[config.mk]
export PLATFORM = sky130hd
export DESIGN_NAME = half_float_dot_product_accumulator
export DESIGN_NICKNAME = d
export VERILOG_FILES = /design/src/rtl/hfdp_pkg.sv /design/src/rtl/half_float_dot_product_accumulator.sv /design/src/rtl/hfdp_front.sv /design/src/rtl/hfdp_fifo.sv /design/src/rtl/hfdp_back.sv
export SDC_FILE = /design/constraint.sdc
export NUM_CORES = 2
export LEC_CHECK = 0
export BUFFER_PORTS_ARGS = -buffer_cell sky130_fd_sc_hd__buf_2
export CORE_UTILIZATION = 45
export DETAILED_ROUTE_END_ITERATION = 8
export SKIP_CTS_REPAIR_TIMING = 1
export SYNTH_ARGS = -nofsm -noshare
export SYNTH_HDL_FRONTEND = slang
export SYNTH_HIERARCHICAL = 1
export SYNTH_SLANG_ARGS = --single-unit
[constraint.sdc]
create_clock -name clk -period 13.8 [get_ports clk]
set_input_delay 2.07 -clock clk [delete_from_list [all_inputs] [get_ports clk]]
set_output_delay 2.07 -clock clk [all_outputs]
set_load 0.1 [all_outputs]
[src/rtl/hfdp_pkg.sv]
`default_nettype none
// ----------------------------------------------------------------------------
// hfdp_pkg: shared types and constants
// Queue entry layout, configuration register indexes and float constants of
// the 16-bit float dot-product accumulator.
// ----------------------------------------------------------------------------
package hfdp_pkg;

	localparam int unsigned QueueDepth = 4;
	localparam int unsigned CfgIdxW = 1;

	localparam logic [CfgIdxW-1:0] CfgElemFmt = 1'd0;
	localparam logic [CfgIdxW-1:0] CfgResFmt  = 1'd1;

	localparam logic [31:0] CanonNan32 = 32'h7FC0_0000;
	localparam logic [31:0] PosZero32  = 32'h0000_0000;

	typedef struct packed {
		logic [31:0] prod;
		logic        last;
	} hfdp_entry_t;

endpackage
`default_nettype wire

[src/rtl/half_float_dot_product_accumulator.sv]
`default_nettype none
// ----------------------------------------------------------------------------
// half_float_dot_product_accumulator: 16-bit float dot product, single sum
// Term pairs (bfloat16 or IEEE half) enter a four-stage product pipeline, a
// short queue, then a single-precision accumulator. A new pair is accepted
// every cycle while the queue has room; the accumulator takes a new term only
// after it has finished the last one, through the loop-carried add (align,
// add, normalize, round). For the last term of a dot product the sum is then
// converted and registered as the result, and the accumulator restarts at +0.
// ----------------------------------------------------------------------------
module half_float_dot_product_accumulator #(
	parameter int unsigned QueueDepth = hfdp_pkg::QueueDepth
) (
	input  wire logic                         clk,
	input  wire logic                         arst_n,
	input  wire logic                         cfg_valid,
	output logic                              cfg_ready,
	input  wire logic [hfdp_pkg::CfgIdxW-1:0] cfg_index,
	input  wire logic                         cfg_data,
	input  wire logic                         in_valid,
	output logic                              in_ready,
	input  wire logic [15:0]                  hidden_bits,
	input  wire logic [15:0]                  weight_bits,
	input  wire logic                         last_term,
	output logic                              out_valid,
	input  wire logic                         out_ready,
	output logic [31:0]                       result_bits
);

	logic element_format_q, result_format_q;
	logic f_valid, f_ready, q_valid, q_ready;
	hfdp_pkg::hfdp_entry_t f_entry, q_entry;

	assign cfg_ready = 1'b1;

	always_ff @(posedge clk or negedge arst_n) begin
		if (!arst_n) begin
			element_format_q <= 1'b0;
			result_format_q <= 1'b0;
		end else if (cfg_valid && cfg_ready) begin
			if (cfg_index == hfdp_pkg::CfgElemFmt) element_format_q <= cfg_data;
			if (cfg_index == hfdp_pkg::CfgResFmt) result_format_q <= cfg_data;
		end
	end

	hfdp_front u_front (
		.clk            (clk),
		.arst_n         (arst_n),
		.element_format (element_format_q),
		.in_valid       (in_valid),
		.in_ready       (in_ready),
		.hidden_bits    (hidden_bits),
		.weight_bits    (weight_bits),
		.last_term      (last_term),
		.out_valid      (f_valid),
		.out_ready      (f_ready),
		.out_entry      (f_entry)
	);

	hfdp_fifo #(
		.Depth (QueueDepth)
	) u_fifo (
		.clk        (clk),
		.arst_n     (arst_n),
		.push_valid (f_valid),
		.push_ready (f_ready),
		.push_data  (f_entry),
		.pop_valid  (q_valid),
		.pop_ready  (q_ready),
		.pop_data   (q_entry)
	);

	hfdp_back u_back (
		.clk            (clk),
		.arst_n         (arst_n),
		.element_format (element_format_q),
		.result_format  (result_format_q),
		.in_valid       (q_valid),
		.in_ready       (q_ready),
		.in_entry       (q_entry),
		.out_valid      (out_valid),
		.out_ready      (out_ready),
		.result_bits    (result_bits)
	);

endmodule
`default_nettype wire

[src/rtl/hfdp_front.sv]
`default_nettype none
// ----------------------------------------------------------------------------
// hfdp_front: operand widening and product pipeline
// Accepts term pairs, widens both elements to normalized single form and
// forms their product rounded to single (nearest-even) over four stages.
// ----------------------------------------------------------------------------
module hfdp_front (
	input  wire logic                 clk,
	input  wire logic                 arst_n,
	input  wire logic                 element_format,
	input  wire logic                 in_valid,
	output logic                      in_ready,
	input  wire logic [15:0]          hidden_bits,
	input  wire logic [15:0]          weight_bits,
	input  wire logic                 last_term,
	output logic                      out_valid,
	input  wire logic                 out_ready,
	output hfdp_pkg::hfdp_entry_t     out_entry
);

	typedef struct packed {
		logic               sign;
		logic               zero;
		logic               inf;
		logic               nan;
		logic signed [9:0]  exp;
		logic [23:0]        sig;
	} op_t;

	function automatic op_t unpack(input logic [15:0] b, input logic fmt);
		op_t        o;
		logic [9:0] m;
		logic [3:0] p;
		logic       emax;
		logic       ezero;
		o = '0;
		o.sign = b[15];
		m = fmt ? b[9:0] : {3'b000, b[6:0]};
		p = '0;
		for (int i = 0; i < 10; i++) begin
			if (m[i]) p = 4'(i);
		end
		emax = fmt ? (b[14:10] == 5'h1F) : (b[14:7] == 8'hFF);
		ezero = fmt ? (b[14:10] == 5'h00) : (b[14:7] == 8'h00);
		o.nan = emax && (m != '0);
		o.inf = emax && (m == '0);
		o.zero = ezero && (m == '0);
		if (ezero) begin
			o.sig = 24'({14'd0, m} << (5'd23 - 5'(p)));
			o.exp = fmt ? ($signed(10'(p)) - 10'sd24) : ($signed(10'(p)) - 10'sd133);
		end else if (fmt) begin
			o.sig = {1'b1, b[9:0], 13'd0};
			o.exp = $signed({5'd0, b[14:10]}) - 10'sd15;
		end else begin
			o.sig = {1'b1, b[6:0], 16'd0};
			o.exp = $signed({2'd0, b[14:7]}) - 10'sd127;
		end
		return o;
	endfunction

	logic v_s1, v_s2, v_s3, v_s4;
	logic rdy1, rdy2, rdy3, rdy4;

	op_t  a_s1, b_s1;
	logic last_s1;

	logic [47:0]       p_s2;
	logic signed [9:0] exp_s2;
	logic              sign_s2, nan_s2, inf_s2, zero_s2, last_s2;

	logic [47:0] q_s3;
	logic        sticky_s3, ovf_s3, sign_s3, nan_s3, inf_s3, zero_s3, last_s3;
	logic [7:0]  expf_s3;

	hfdp_pkg::hfdp_entry_t entry_s4;

	logic [47:0]       n3;
	logic signed [9:0] e3, ep3, shraw3;
	logic [5:0]        sh3;
	logic              normal3;
	logic [47:0]       q3;

	logic        rup4;
	logic [30:0] pk4;
	logic [31:0] prod4;

	assign rdy4 = !v_s4 || out_ready;
	assign rdy3 = !v_s3 || rdy4;
	assign rdy2 = !v_s2 || rdy3;
	assign rdy1 = !v_s1 || rdy2;
	assign in_ready = rdy1;
	assign out_valid = v_s4;
	assign out_entry = entry_s4;

	always_comb begin
		n3 = p_s2[47] ? p_s2 : {p_s2[46:0], 1'b0};
		e3 = exp_s2 + (p_s2[47] ? 10'sd1 : 10'sd0);
		ep3 = e3 + 10'sd127;
		normal3 = ep3 >= 10'sd1;
		shraw3 = 10'sd1 - ep3;
		if (normal3) sh3 = '0;
		else if (shraw3 > 10'sd50) sh3 = 6'd50;
		else sh3 = shraw3[5:0];
		q3 = n3 >> sh3;
	end

	always_comb begin
		rup4 = q_s3[23] && (q_s3[24] || (q_s3[22:0] != '0) || sticky_s3);
		pk4 = {expf_s3, q_s3[46:24]} + 31'(rup4);
		if (nan_s3) prod4 = hfdp_pkg::CanonNan32;
		else if (inf_s3 || ovf_s3) prod4 = {sign_s3, 8'hFF, 23'd0};
		else if (zero_s3) prod4 = {sign_s3, 31'd0};
		else prod4 = {sign_s3, pk4};
	end

	always_ff @(posedge clk or negedge arst_n) begin
		if (!arst_n) begin
			v_s1 <= 1'b0;
			v_s2 <= 1'b0;
			v_s3 <= 1'b0;
			v_s4 <= 1'b0;
		end else begin
			if (rdy1) v_s1 <= in_valid;
			if (rdy2) v_s2 <= v_s1;
			if (rdy3) v_s3 <= v_s2;
			if (rdy4) v_s4 <= v_s3;
		end
	end

	always_ff @(posedge clk) begin
		if (in_valid && rdy1) begin
			a_s1 <= unpack(hidden_bits, element_format);
			b_s1 <= unpack(weight_bits, element_format);
			last_s1 <= last_term;
		end
		if (v_s1 && rdy2) begin
			p_s2 <= a_s1.sig * b_s1.sig;
			exp_s2 <= a_s1.exp + b_s1.exp;
			sign_s2 <= a_s1.sign ^ b_s1.sign;
			nan_s2 <= a_s1.nan || b_s1.nan || (a_s1.inf && b_s1.zero)
				|| (a_s1.zero && b_s1.inf);
			inf_s2 <= a_s1.inf || b_s1.inf;
			zero_s2 <= a_s1.zero || b_s1.zero;
			last_s2 <= last_s1;
		end
		if (v_s2 && rdy3) begin
			q_s3 <= q3;
			sticky_s3 <= (48'(q3 << sh3) != n3);
			ovf_s3 <= ep3 >= 10'sd255;
			expf_s3 <= normal3 ? ep3[7:0] : 8'd0;
			sign_s3 <= sign_s2;
			nan_s3 <= nan_s2;
			inf_s3 <= inf_s2;
			zero_s3 <= zero_s2;
			last_s3 <= last_s2;
		end
		if (v_s3 && rdy4) begin
			entry_s4.prod <= prod4;
			entry_s4.last <= last_s3;
		end
	end

endmodule
`default_nettype wire

[src/rtl/hfdp_fifo.sv]
`default_nettype none
// ----------------------------------------------------------------------------
// hfdp_fifo: product queue
// Short first-in first-out queue of rounded products between the product
// pipeline and the accumulator.
// ----------------------------------------------------------------------------
module hfdp_fifo #(
	parameter int unsigned Depth = hfdp_pkg::QueueDepth
) (
	input  wire logic                  clk,
	input  wire logic                  arst_n,
	input  wire logic                  push_valid,
	output logic                       push_ready,
	input  wire hfdp_pkg::hfdp_entry_t push_data,
	output logic                       pop_valid,
	input  wire logic                  pop_ready,
	output hfdp_pkg::hfdp_entry_t      pop_data
);

	localparam int unsigned PtrW = (Depth > 1) ? $clog2(Depth) : 1;
	localparam int unsigned CntW = $clog2(Depth + 1);

	hfdp_pkg::hfdp_entry_t entries_q [Depth];
	logic [PtrW-1:0] wr_ptr_q, rd_ptr_q;
	logic [CntW-1:0] count_q;
	logic push, pop;

	assign push_ready = count_q != CntW'(Depth);
	assign pop_valid = count_q != '0;
	assign pop_data = entries_q[rd_ptr_q];
	assign push = push_valid && push_ready;
	assign pop = pop_valid && pop_ready;

	always_ff @(posedge clk or negedge arst_n) begin
		if (!arst_n) begin
			wr_ptr_q <= '0;
			rd_ptr_q <= '0;
			count_q <= '0;
		end else begin
			if (push) wr_ptr_q <= (wr_ptr_q == PtrW'(Depth - 1)) ? '0 : wr_ptr_q + 1'b1;
			if (pop) rd_ptr_q <= (rd_ptr_q == PtrW'(Depth - 1)) ? '0 : rd_ptr_q + 1'b1;
			if (push && !pop) count_q <= count_q + 1'b1;
			else if (pop && !push) count_q <= count_q - 1'b1;
		end
	end

	always_ff @(posedge clk) begin
		if (push) entries_q[wr_ptr_q] <= push_data;
	end

endmodule
`default_nettype wire

[src/rtl/hfdp_back.sv]
`default_nettype none
// ----------------------------------------------------------------------------
// hfdp_back: single-precision accumulator
// Adds each product into the running sum with a four-step float adder and
// emits the converted sum on the last term of a dot product.
// ----------------------------------------------------------------------------
module hfdp_back (
	input  wire logic                  clk,
	input  wire logic                  arst_n,
	input  wire logic                  element_format,
	input  wire logic                  result_format,
	input  wire logic                  in_valid,
	output logic                       in_ready,
	input  wire hfdp_pkg::hfdp_entry_t in_entry,
	output logic                       out_valid,
	input  wire logic                  out_ready,
	output logic [31:0]                result_bits
);

	typedef enum logic [4:0] {
		ST_IDLE  = 5'b00001,
		ST_ADD   = 5'b00010,
		ST_NORM  = 5'b00100,
		ST_ROUND = 5'b01000,
		ST_EMIT  = 5'b10000
	} state_t;

	function automatic logic [4:0] lzc27(input logic [26:0] v);
		logic [4:0] n;
		n = 5'd27;
		for (int i = 0; i < 27; i++) begin
			if (v[i]) n = 5'(26 - i);
		end
		return n;
	endfunction

	function automatic logic [15:0] to_bf16(input logic [31:0] b);
		logic [31:0] t;
		if (b[30:23] == 8'hFF && b[22:0] != '0) return 16'h7FC0;
		t = b + 32'h7FFF + 32'(b[16]);
		return t[31:16];
	endfunction

	function automatic logic [15:0] to_half(input logic [31:0] b);
		logic              sign;
		logic [7:0]        ee;
		logic [22:0]       mm;
		logic signed [9:0] e;
		logic [15:0]       m;
		logic [12:0]       rem;
		logic [9:0]        shift;
		logic [23:0]       sig, rems, halfv, mask;
		sign = b[31];
		ee = b[30:23];
		mm = b[22:0];
		e = $signed({2'd0, ee}) - 10'sd127;
		if (ee == 8'hFF) return (mm != '0) ? 16'h7E00 : {sign, 15'h7C00};
		if (ee == 8'h00) return {sign, 15'd0};
		if (e > 10'sd15) return {sign, 15'h7C00};
		if (e >= -10'sd14) begin
			m = {1'b0, 5'(e + 10'sd15), mm[22:13]};
			rem = mm[12:0];
			if (rem > 13'h1000 || (rem == 13'h1000 && m[0])) m = m + 1'b1;
			return {sign, 15'd0} | m;
		end
		shift = 10'(-e - 10'sd1);
		if (shift >= 10'd25) return {sign, 15'd0};
		sig = {1'b1, mm};
		mask = (24'd1 << shift[4:0]) - 1'b1;
		m = 16'(sig >> shift[4:0]);
		rems = sig & mask;
		halfv = 24'd1 << (shift[4:0] - 1'b1);
		if (rems > halfv || (rems == halfv && m[0])) m = m + 1'b1;
		return {sign, 15'd0} | m;
	endfunction

	state_t state_q;
	logic [31:0] acc_q;
	logic [26:0] siga_q, sigb_q, norm_q;
	logic [27:0] sum_q;
	logic [8:0]  exp_q, nexp_q;
	logic        sign_q, sub_q, nan_q, inf_q, infsign_q, last_q, zero_q;
	logic        out_valid_q;
	logic [31:0] result_q;

	logic        pop;
	logic [31:0] a, b, big, minor;
	logic        ia, ib, na, nb;
	logic [8:0]  ebig, esmall;
	logic [8:0]  d;
	logic [26:0] bfull, bs;
	logic        st;

	logic [4:0]  lz;
	logic [8:0]  lim, sft;
	logic [26:0] nrm;
	logic [8:0]  nexp;

	logic [8:0]  expf;
	logic        rup;
	logic [30:0] pk;
	logic [31:0] sumbits;
	logic        emit_go;

	assign in_ready = state_q == ST_IDLE;
	assign pop = in_valid && in_ready;
	assign out_valid = out_valid_q;
	assign result_bits = result_q;
	assign emit_go = (state_q == ST_EMIT) && (!out_valid_q || out_ready);

	always_comb begin
		a = acc_q;
		b = in_entry.prod;
		na = (a[30:23] == 8'hFF) && (a[22:0] != '0);
		nb = (b[30:23] == 8'hFF) && (b[22:0] != '0);
		ia = (a[30:23] == 8'hFF) && (a[22:0] == '0);
		ib = (b[30:23] == 8'hFF) && (b[22:0] == '0);
		if (a[30:0] >= b[30:0]) begin
			big = a;
			minor = b;
		end else begin
			big = b;
			minor = a;
		end
		ebig = (big[30:23] == 8'h00) ? 9'd1 : {1'b0, big[30:23]};
		esmall = (minor[30:23] == 8'h00) ? 9'd1 : {1'b0, minor[30:23]};
		d = ebig - esmall;
		bfull = {minor[30:23] != 8'h00, minor[22:0], 3'b000};
		if (d >= 9'd27) begin
			bs = '0;
			st = bfull != '0;
		end else begin
			bs = bfull >> d;
			st = 27'(bs << d) != bfull;
		end
	end

	always_comb begin
		lz = lzc27(sum_q[26:0]);
		lim = exp_q - 1'b1;
		sft = ({4'd0, lz} < lim) ? {4'd0, lz} : lim;
		if (sum_q[27]) begin
			nrm = {sum_q[27:2], sum_q[1] | sum_q[0]};
			nexp = exp_q + 1'b1;
		end else begin
			nrm = 27'(sum_q[26:0] << sft);
			nexp = exp_q - sft;
		end
	end

	always_comb begin
		expf = norm_q[26] ? nexp_q : 9'd0;
		rup = norm_q[2] && (norm_q[3] || norm_q[1] || norm_q[0]);
		pk = {expf[7:0], norm_q[25:3]} + 31'(rup);
		if (nan_q) sumbits = hfdp_pkg::CanonNan32;
		else if (inf_q) sumbits = {infsign_q, 8'hFF, 23'd0};
		else if (zero_q) sumbits = {sign_q && !sub_q, 31'd0};
		else if (expf >= 9'd255) sumbits = {sign_q, 8'hFF, 23'd0};
		else sumbits = {sign_q, pk};
	end

	always_ff @(posedge clk or negedge arst_n) begin
		if (!arst_n) begin
			state_q <= ST_IDLE;
			acc_q <= hfdp_pkg::PosZero32;
			out_valid_q <= 1'b0;
		end else begin
			if (emit_go) out_valid_q <= 1'b1;
			else if (out_ready) out_valid_q <= 1'b0;
			unique case (state_q)
				ST_IDLE: begin
					if (pop) state_q <= ST_ADD;
				end
				ST_ADD: state_q <= ST_NORM;
				ST_NORM: state_q <= ST_ROUND;
				ST_ROUND: begin
					acc_q <= sumbits;
					state_q <= last_q ? ST_EMIT : ST_IDLE;
				end
				ST_EMIT: begin
					if (emit_go) begin
						acc_q <= hfdp_pkg::PosZero32;
						state_q <= ST_IDLE;
					end
				end
				default: state_q <= ST_IDLE;
			endcase
		end
	end

	always_ff @(posedge clk) begin
		if (pop) begin
			siga_q <= {big[30:23] != 8'h00, big[22:0], 3'b000};
			sigb_q <= {bs[26:1], bs[0] | st};
			exp_q <= ebig;
			sign_q <= big[31];
			sub_q <= a[31] ^ b[31];
			nan_q <= na || nb || (ia && ib && (a[31] != b[31]));
			inf_q <= ia || ib;
			infsign_q <= ia ? a[31] : b[31];
			last_q <= in_entry.last;
		end
		if (state_q == ST_ADD) begin
			sum_q <= sub_q ? ({1'b0, siga_q} - {1'b0, sigb_q})
				: ({1'b0, siga_q} + {1'b0, sigb_q});
		end
		if (state_q == ST_NORM) begin
			norm_q <= nrm;
			nexp_q <= nexp;
			zero_q <= sum_q == '0;
		end
		if (emit_go) begin
			if (result_format) result_q <= acc_q;
			else if (element_format) result_q <= {16'd0, to_half(acc_q)};
			else result_q <= {16'd0, to_bf16(acc_q)};
		end
	end

endmodule
`default_nettype wire
Word-level counts from Yosys, hierarchy flattened
Memory sizes are Yosys's and may differ from the RTL's.
Index checks and enable logic that the tools add are counted.
- flip-flop bits (word level): 449
- bits in writable memories: 132
- word-level logic and storage cells: 400
- memories kept: 1
- add/subtract/negate cells: 36
- multiply operators: 1
- $lt $le $gt $ge: 12
- equality and inequality tests: 21
- shift operators: 10
- muxes and demuxes: 164
- bitwise operators: 8
- reductions and logical operators: 86
- memories (name ; depth ; width ; rd ports ; clocked after memory_dff ; write ports ; RTL line ; RTL):
    u_fifo.entries_q ; 4 ; 33 ; 1 ; 0 ; 1 ; hfdp_fifo.sv:23 ; hfdp_pkg::hfdp_entry_t entries_q [Depth];
- operator list (kind ; count):
    16-bit two-way mux ; 34
    32-bit two-way mux ; 6
    34-bit two-way mux ; 4
    5-bit two-way mux ; 19
    31-bit two-way mux ; 3
    23-bit nonzero test ; 3
    32-bit one-hot mux with 2 select lines ; 1
    31-bit by 1-bit adder with 31-bit output ; 2
    4-bit two-way mux ; 14
    27-bit by 9-bit left shift with 27-bit output ; 2
    1-bit two-way mux ; 49
    24-bit by 24-bit multiplier with 48-bit output ; 1
    48-bit two-way mux ; 1
    48-bit inequality test ; 1
    1-bit by 5-bit left shift with 24-bit output (first input constant) ; 2
    10-bit by 5-bit left shift with 24-bit output ; 2
    48-bit by 6-bit left shift with 48-bit output ; 1
    48-bit by 6-bit >> shifter with 48-bit output ; 1
    23-bit logical NOT ; 2
    8-bit logical NOT ; 5
    10-bit two-way mux ; 4
    32-bit by 1-bit adder with 32-bit output ; 1
    32-bit by 15-bit adder with 32-bit output (second input constant) ; 1
    8-bit equality test (second input constant) ; 4
    77 further kinds ; 175

Depth between registers and ports, before layout
- depth after elaboration: 43
- mapped depth: 39
- mapped depth without buffers: 33

Modules after synthesis
The synthesis kept the hierarchy.
- modules (own cells, without submodules) (module ; instances ; cells each ; area an instance (sq um)):
    hfdp_front ; 1 ; 4190 ; 37385.9
    hfdp_back ; 1 ; 2818 ; 22281.4
    hfdp_fifo ; 1 ; 209 ; 5196.2
    half_float_dot_product_accumulator ; 1 ; 8 ; 97.6

Worst setup path after synthesis
Ideal clock, no wire load.
- kind: register to register
- from: register u_fifo.rd_ptr_q[0]
- to: register u_back.sigb_q[0] (data pin)
- setup time: 0.264 ns
- data arrival time: 8.023 ns
- path slack: 5.513 ns
- cell stages (with the launch flop): 35
- path buffers: 7
- clock period less this slack: 8.287 ns
- cell sequence: dfrtp_1 buf_4 buf_2 mux4_2 inv_1 ha_1 a21oi_1 o21ai_1 nor4b_4 a211oi_4 nor2_2 clkbuf_1 clkbuf_1 buf_1 clkbuf_1 nor2_1 a211o_1 ha_1 fa_1 nand2b_1 a2111oi_0 or2_2 a41o_1 buf_2 nand2_1 nor4b_1 a211oi_1 o22a_1 or3_1 a311oi_1 a21oi_1 o211ai_1 nand4_1 nor4b_1 a21oi_1
- RTL lines (element ; RTL line ; RTL):
    from (decl) ; hfdp_fifo.sv:24 ; logic [PtrW-1:0] wr_ptr_q, rd_ptr_q;
    from (signal assigned) ; hfdp_fifo.sv:41 ; if (pop) rd_ptr_q <= (rd_ptr_q == PtrW'(Depth - 1)) ? '0 : rd_ptr_q + 1'b1;
    to (signal assigned) ; hfdp_back.sv:194 ; sigb_q <= {bs[26:1], bs[0] | st};
    to (decl) ; hfdp_back.sv:79 ; logic [26:0] siga_q, sigb_q, norm_q;

==> results.toml <==
[clock_tree]
insertion_delay_ns = 0.71
clock-sinks = 578
h-tree-depth = 3
clock_pin_slew_on_the_worst_setup_and_hold_paths_ns = 0.06
cts_buffers = 69
ctsRootBufferMaster = "sky130_fd_sc_hd__clkbuf_16"
cts_buffer_depth = 3
tritoncts_clock_tree = "built"

[sta]
timing.final.crit_share = 0.737
worstMarginPinSlew_ns = 1.57
setup_slack_ns = 3.63
whs_ns = 0.417
fin_tns_setup_ns = 0
relSlewSlack = -0.0555
hold_viol = 0
setup_violations = 0
grt_setup_unrepaired = "no"
clock.fmax_ghz = 0.0983
layout_min_cycle_time_ns = 10.17
timing_max_transition_violations_final = 3
clock-skew-final_ns = 0.0447

[floorplan]
dieWidth_um = 382
ioPinCount = 75
floorplan.die_area_um2 = 146000
start_util = 0.453
floorplan.die.height_um = 382
placementRows = 139
core-area_um2 = 143000

[drt]
num_vias = 57800
remaining_drc_errors = 0
routedWlPerCell_um = 29.4
drt_iter0_markers = 5700
routed_wirelength_um = 268000
vias_per_cell = 6.34
postRouteAntennaNets = 0
detailedRoute.firstPassIterationCount = 7

[setup_path]
timing.critical_path.required_ns = 14.23
flop_to_flop_setup_slack_ns = 3.63
crit_slowest_cell = "sky130_fd_sc_hd__o311ai_1"
crit_path_frequent_cell = "sky130_fd_sc_hd__buf_4"
critical_path.n_buffers_inverters = 5
critPathMaxStageDelay_ns = 0.88
critical_path.startpoint_type = "flip-flop"
critical_path.endpoint_type = "flip-flop"
critical_path_arrival_ns = 10.60
critical_path.top_delay_family = "compound AO/OA/AOI/OAI gates"
cp_max_fo = 36
setup.worst_path.class = "reg -> reg"

[outcome]
outcome = "complete, but fails checks"
violations = "max-capacitance violations, max-slew violations"

[synth]
synth_cell_types = 138
syn_area_um2 = 65000
yosys.area.top_type_share = 0.244
netlist_top_cells_area = "sky130_fd_sc_hd__edfxtp_1, sky130_fd_sc_hd__fa_1, sky130_fd_sc_hd__ha_1, sky130_fd_sc_hd__nand2_1, sky130_fd_sc_hd__inv_1"
synth_enable_flop_cells = 527
synth-warning-count = 6
library_cell_with_the_largest_summed_area_after_synthesis = "sky130_fd_sc_hd__edfxtp_1"
ys_ff_latch = 578
postSynth.asyncResetShare = 0.0882
ys.flop_type = "sky130_fd_sc_hd__edfxtp_1"
postSynthAreaPerCell_um2 = 8.99
syn-instance-count = 7225
yosysSeqAreaShare = 0.263

[placement]
place.port_buffers = 73
pre_cts_slack_ns = 3.74
dp_cells = 8986
post-dp-hpwl_um = 202000
routabilityCongestion = 1.06

[hold_path]
min_delay_worst_type = "reg -> reg"

[cells_and_area]
synthToLayoutAreaGrowth_pct = 7.68
ff_latch_area_um2 = 17100
finalNonFillerCells = 9121
num-fill-cells = 13700
mostFrequentLayoutCell = "sky130_fd_sc_hd__nand2_1"
post_layout_nets = 8033
drive_above_1_share = 0.0962
layout.cells.most_common_list = "sky130_fd_sc_hd__nand2_1, sky130_fd_sc_hd__inv_1, sky130_fd_sc_hd__edfxtp_1, sky130_fd_sc_hd__fa_1, sky130_fd_sc_hd__nor2_1"
area_taken_by_multi_input_logic_gates_um2 = 43500

[grt]
grt_overflow_total = 0
grt_pass1_wl_um = 389000
vias_in_the_first_global_route = 57000
grt_start_max_net_pins = 75
grt_util_all_layers = 0.362
number_of_antenna_violations_at_the_first_check_in_global_routing = 10

[flow_run]
cap_violations = 1
[logic make-up (layout without fill, tap and decap cells)]
| logic type | Yosys count | in the layout | share of synthesized area |
|---|---|---|---|
| adder cells (fa/ha/maj) | 839 | 839 | 0.218 |
| AO/OA/AOI/OAI | 1708 | 1708 | 0.176 |
| XOR/XNOR | 236 | 236 | 0.0325 |
| other | 2 | 34 | 0.000116 |
| AND/OR/NAND/NOR | 2318 | 2318 | 0.167 |
| flip-flops | 578 | 578 | 0.263 |
| buffers and inverters | 1169 | 1130 | 0.0720 |
| multiplexers | 375 | 375 | 0.0708 |
[through the flow]
stage,area (um^2),utilization
2_1_floorplan,65100,-
3_3_place_gp,67600,0.471
3_5_place_dp,67600,0.471
4_1_cts,69900,0.487
5_1_grt,69900,0.487
6_report,70000,0.488
[layer usage]
metal	share of wire	track usage
met4	0.080	0.245
met1	0.37	0.436
met3	0.075	0.0593
met5	0.00011	0
met2	0.47	0.596
[final timing paths]
| check | from | to | cells past startpoint |
|---|---|---|---|
| worst max register to register | u_fifo/rd_ptr_q[0]$_DFFE_PN0P_ | u_back/sigb_q[0]$_DFFE_PP_ | 31 |
| worst min-delay path | u_front/last_s1$_DFFE_PP_ | u_front/last_s2$_DFFE_PP_ | 0 |
| worst max-delay path | u_fifo/rd_ptr_q[0]$_DFFE_PN0P_ | u_back/sigb_q[0]$_DFFE_PP_ | 31 |
| worst min register to register | u_front/last_s1$_DFFE_PP_ | u_front/last_s2$_DFFE_PP_ | 0 |
| min in group asynchronous | arst_n | u_fifo/rd_ptr_q[1]$_DFFE_PN0P_ | 2 |
| max in group asynchronous | arst_n | element_format_q$_DFFE_PN0P_ | 2 |
[layout make-up]
type / count / area share
multi-input combinational: 5503 / 0.621
sequential: 578 / 0.245
inverter: 720 / 0.0386
tap: 1903 / 0.0340
timing repair buffer: 283 / 0.0278
clock buffer: 85 / 0.0261
clock inverter: 42 / 0.00733
antenna: 7 / 0.000250
[cells in the mapped netlist (all sizes together), types with 64 or more instances]
cell / count
mux2: 77
nand3: 171
o22ai: 64
a211oi: 101
nand2: 901
a21oi: 428
and2: 249
o211ai: 139
nand4: 67
ha: 351
fa: 487
edfxtp: 527
inv: 719
nor3: 166
o21ai: 385
nor2: 493
buf: 141
clkbuf: 308
xor2: 91
xnor2: 145
mux2i: 243
[worst reg2reg max path, delay by kind of cell, from the launching register on]
kind            cells  cell delay, ns
simple gates       10            3.28
buf+inv             5            1.41
fa+ha+maj           3            0.87
compound gates     12            3.32
mux                 1            0.68
flops               1            0.34
[registers in the layout (all words and copies together), names as in the netlist, 32 cells and up]
name                cells
u_front/a_s1           37
u_back/result_bits     32
u_front/p_s2           48
u_back/a               32
u_front/q_s3           47
u_fifo/entries_q      132
u_front/b_s1           37
u_front/out_entry      33
Power is left out: the tool's default activity adds up to more than one toggle a clock period on the data nets, which glitch-free logic cannot reach.
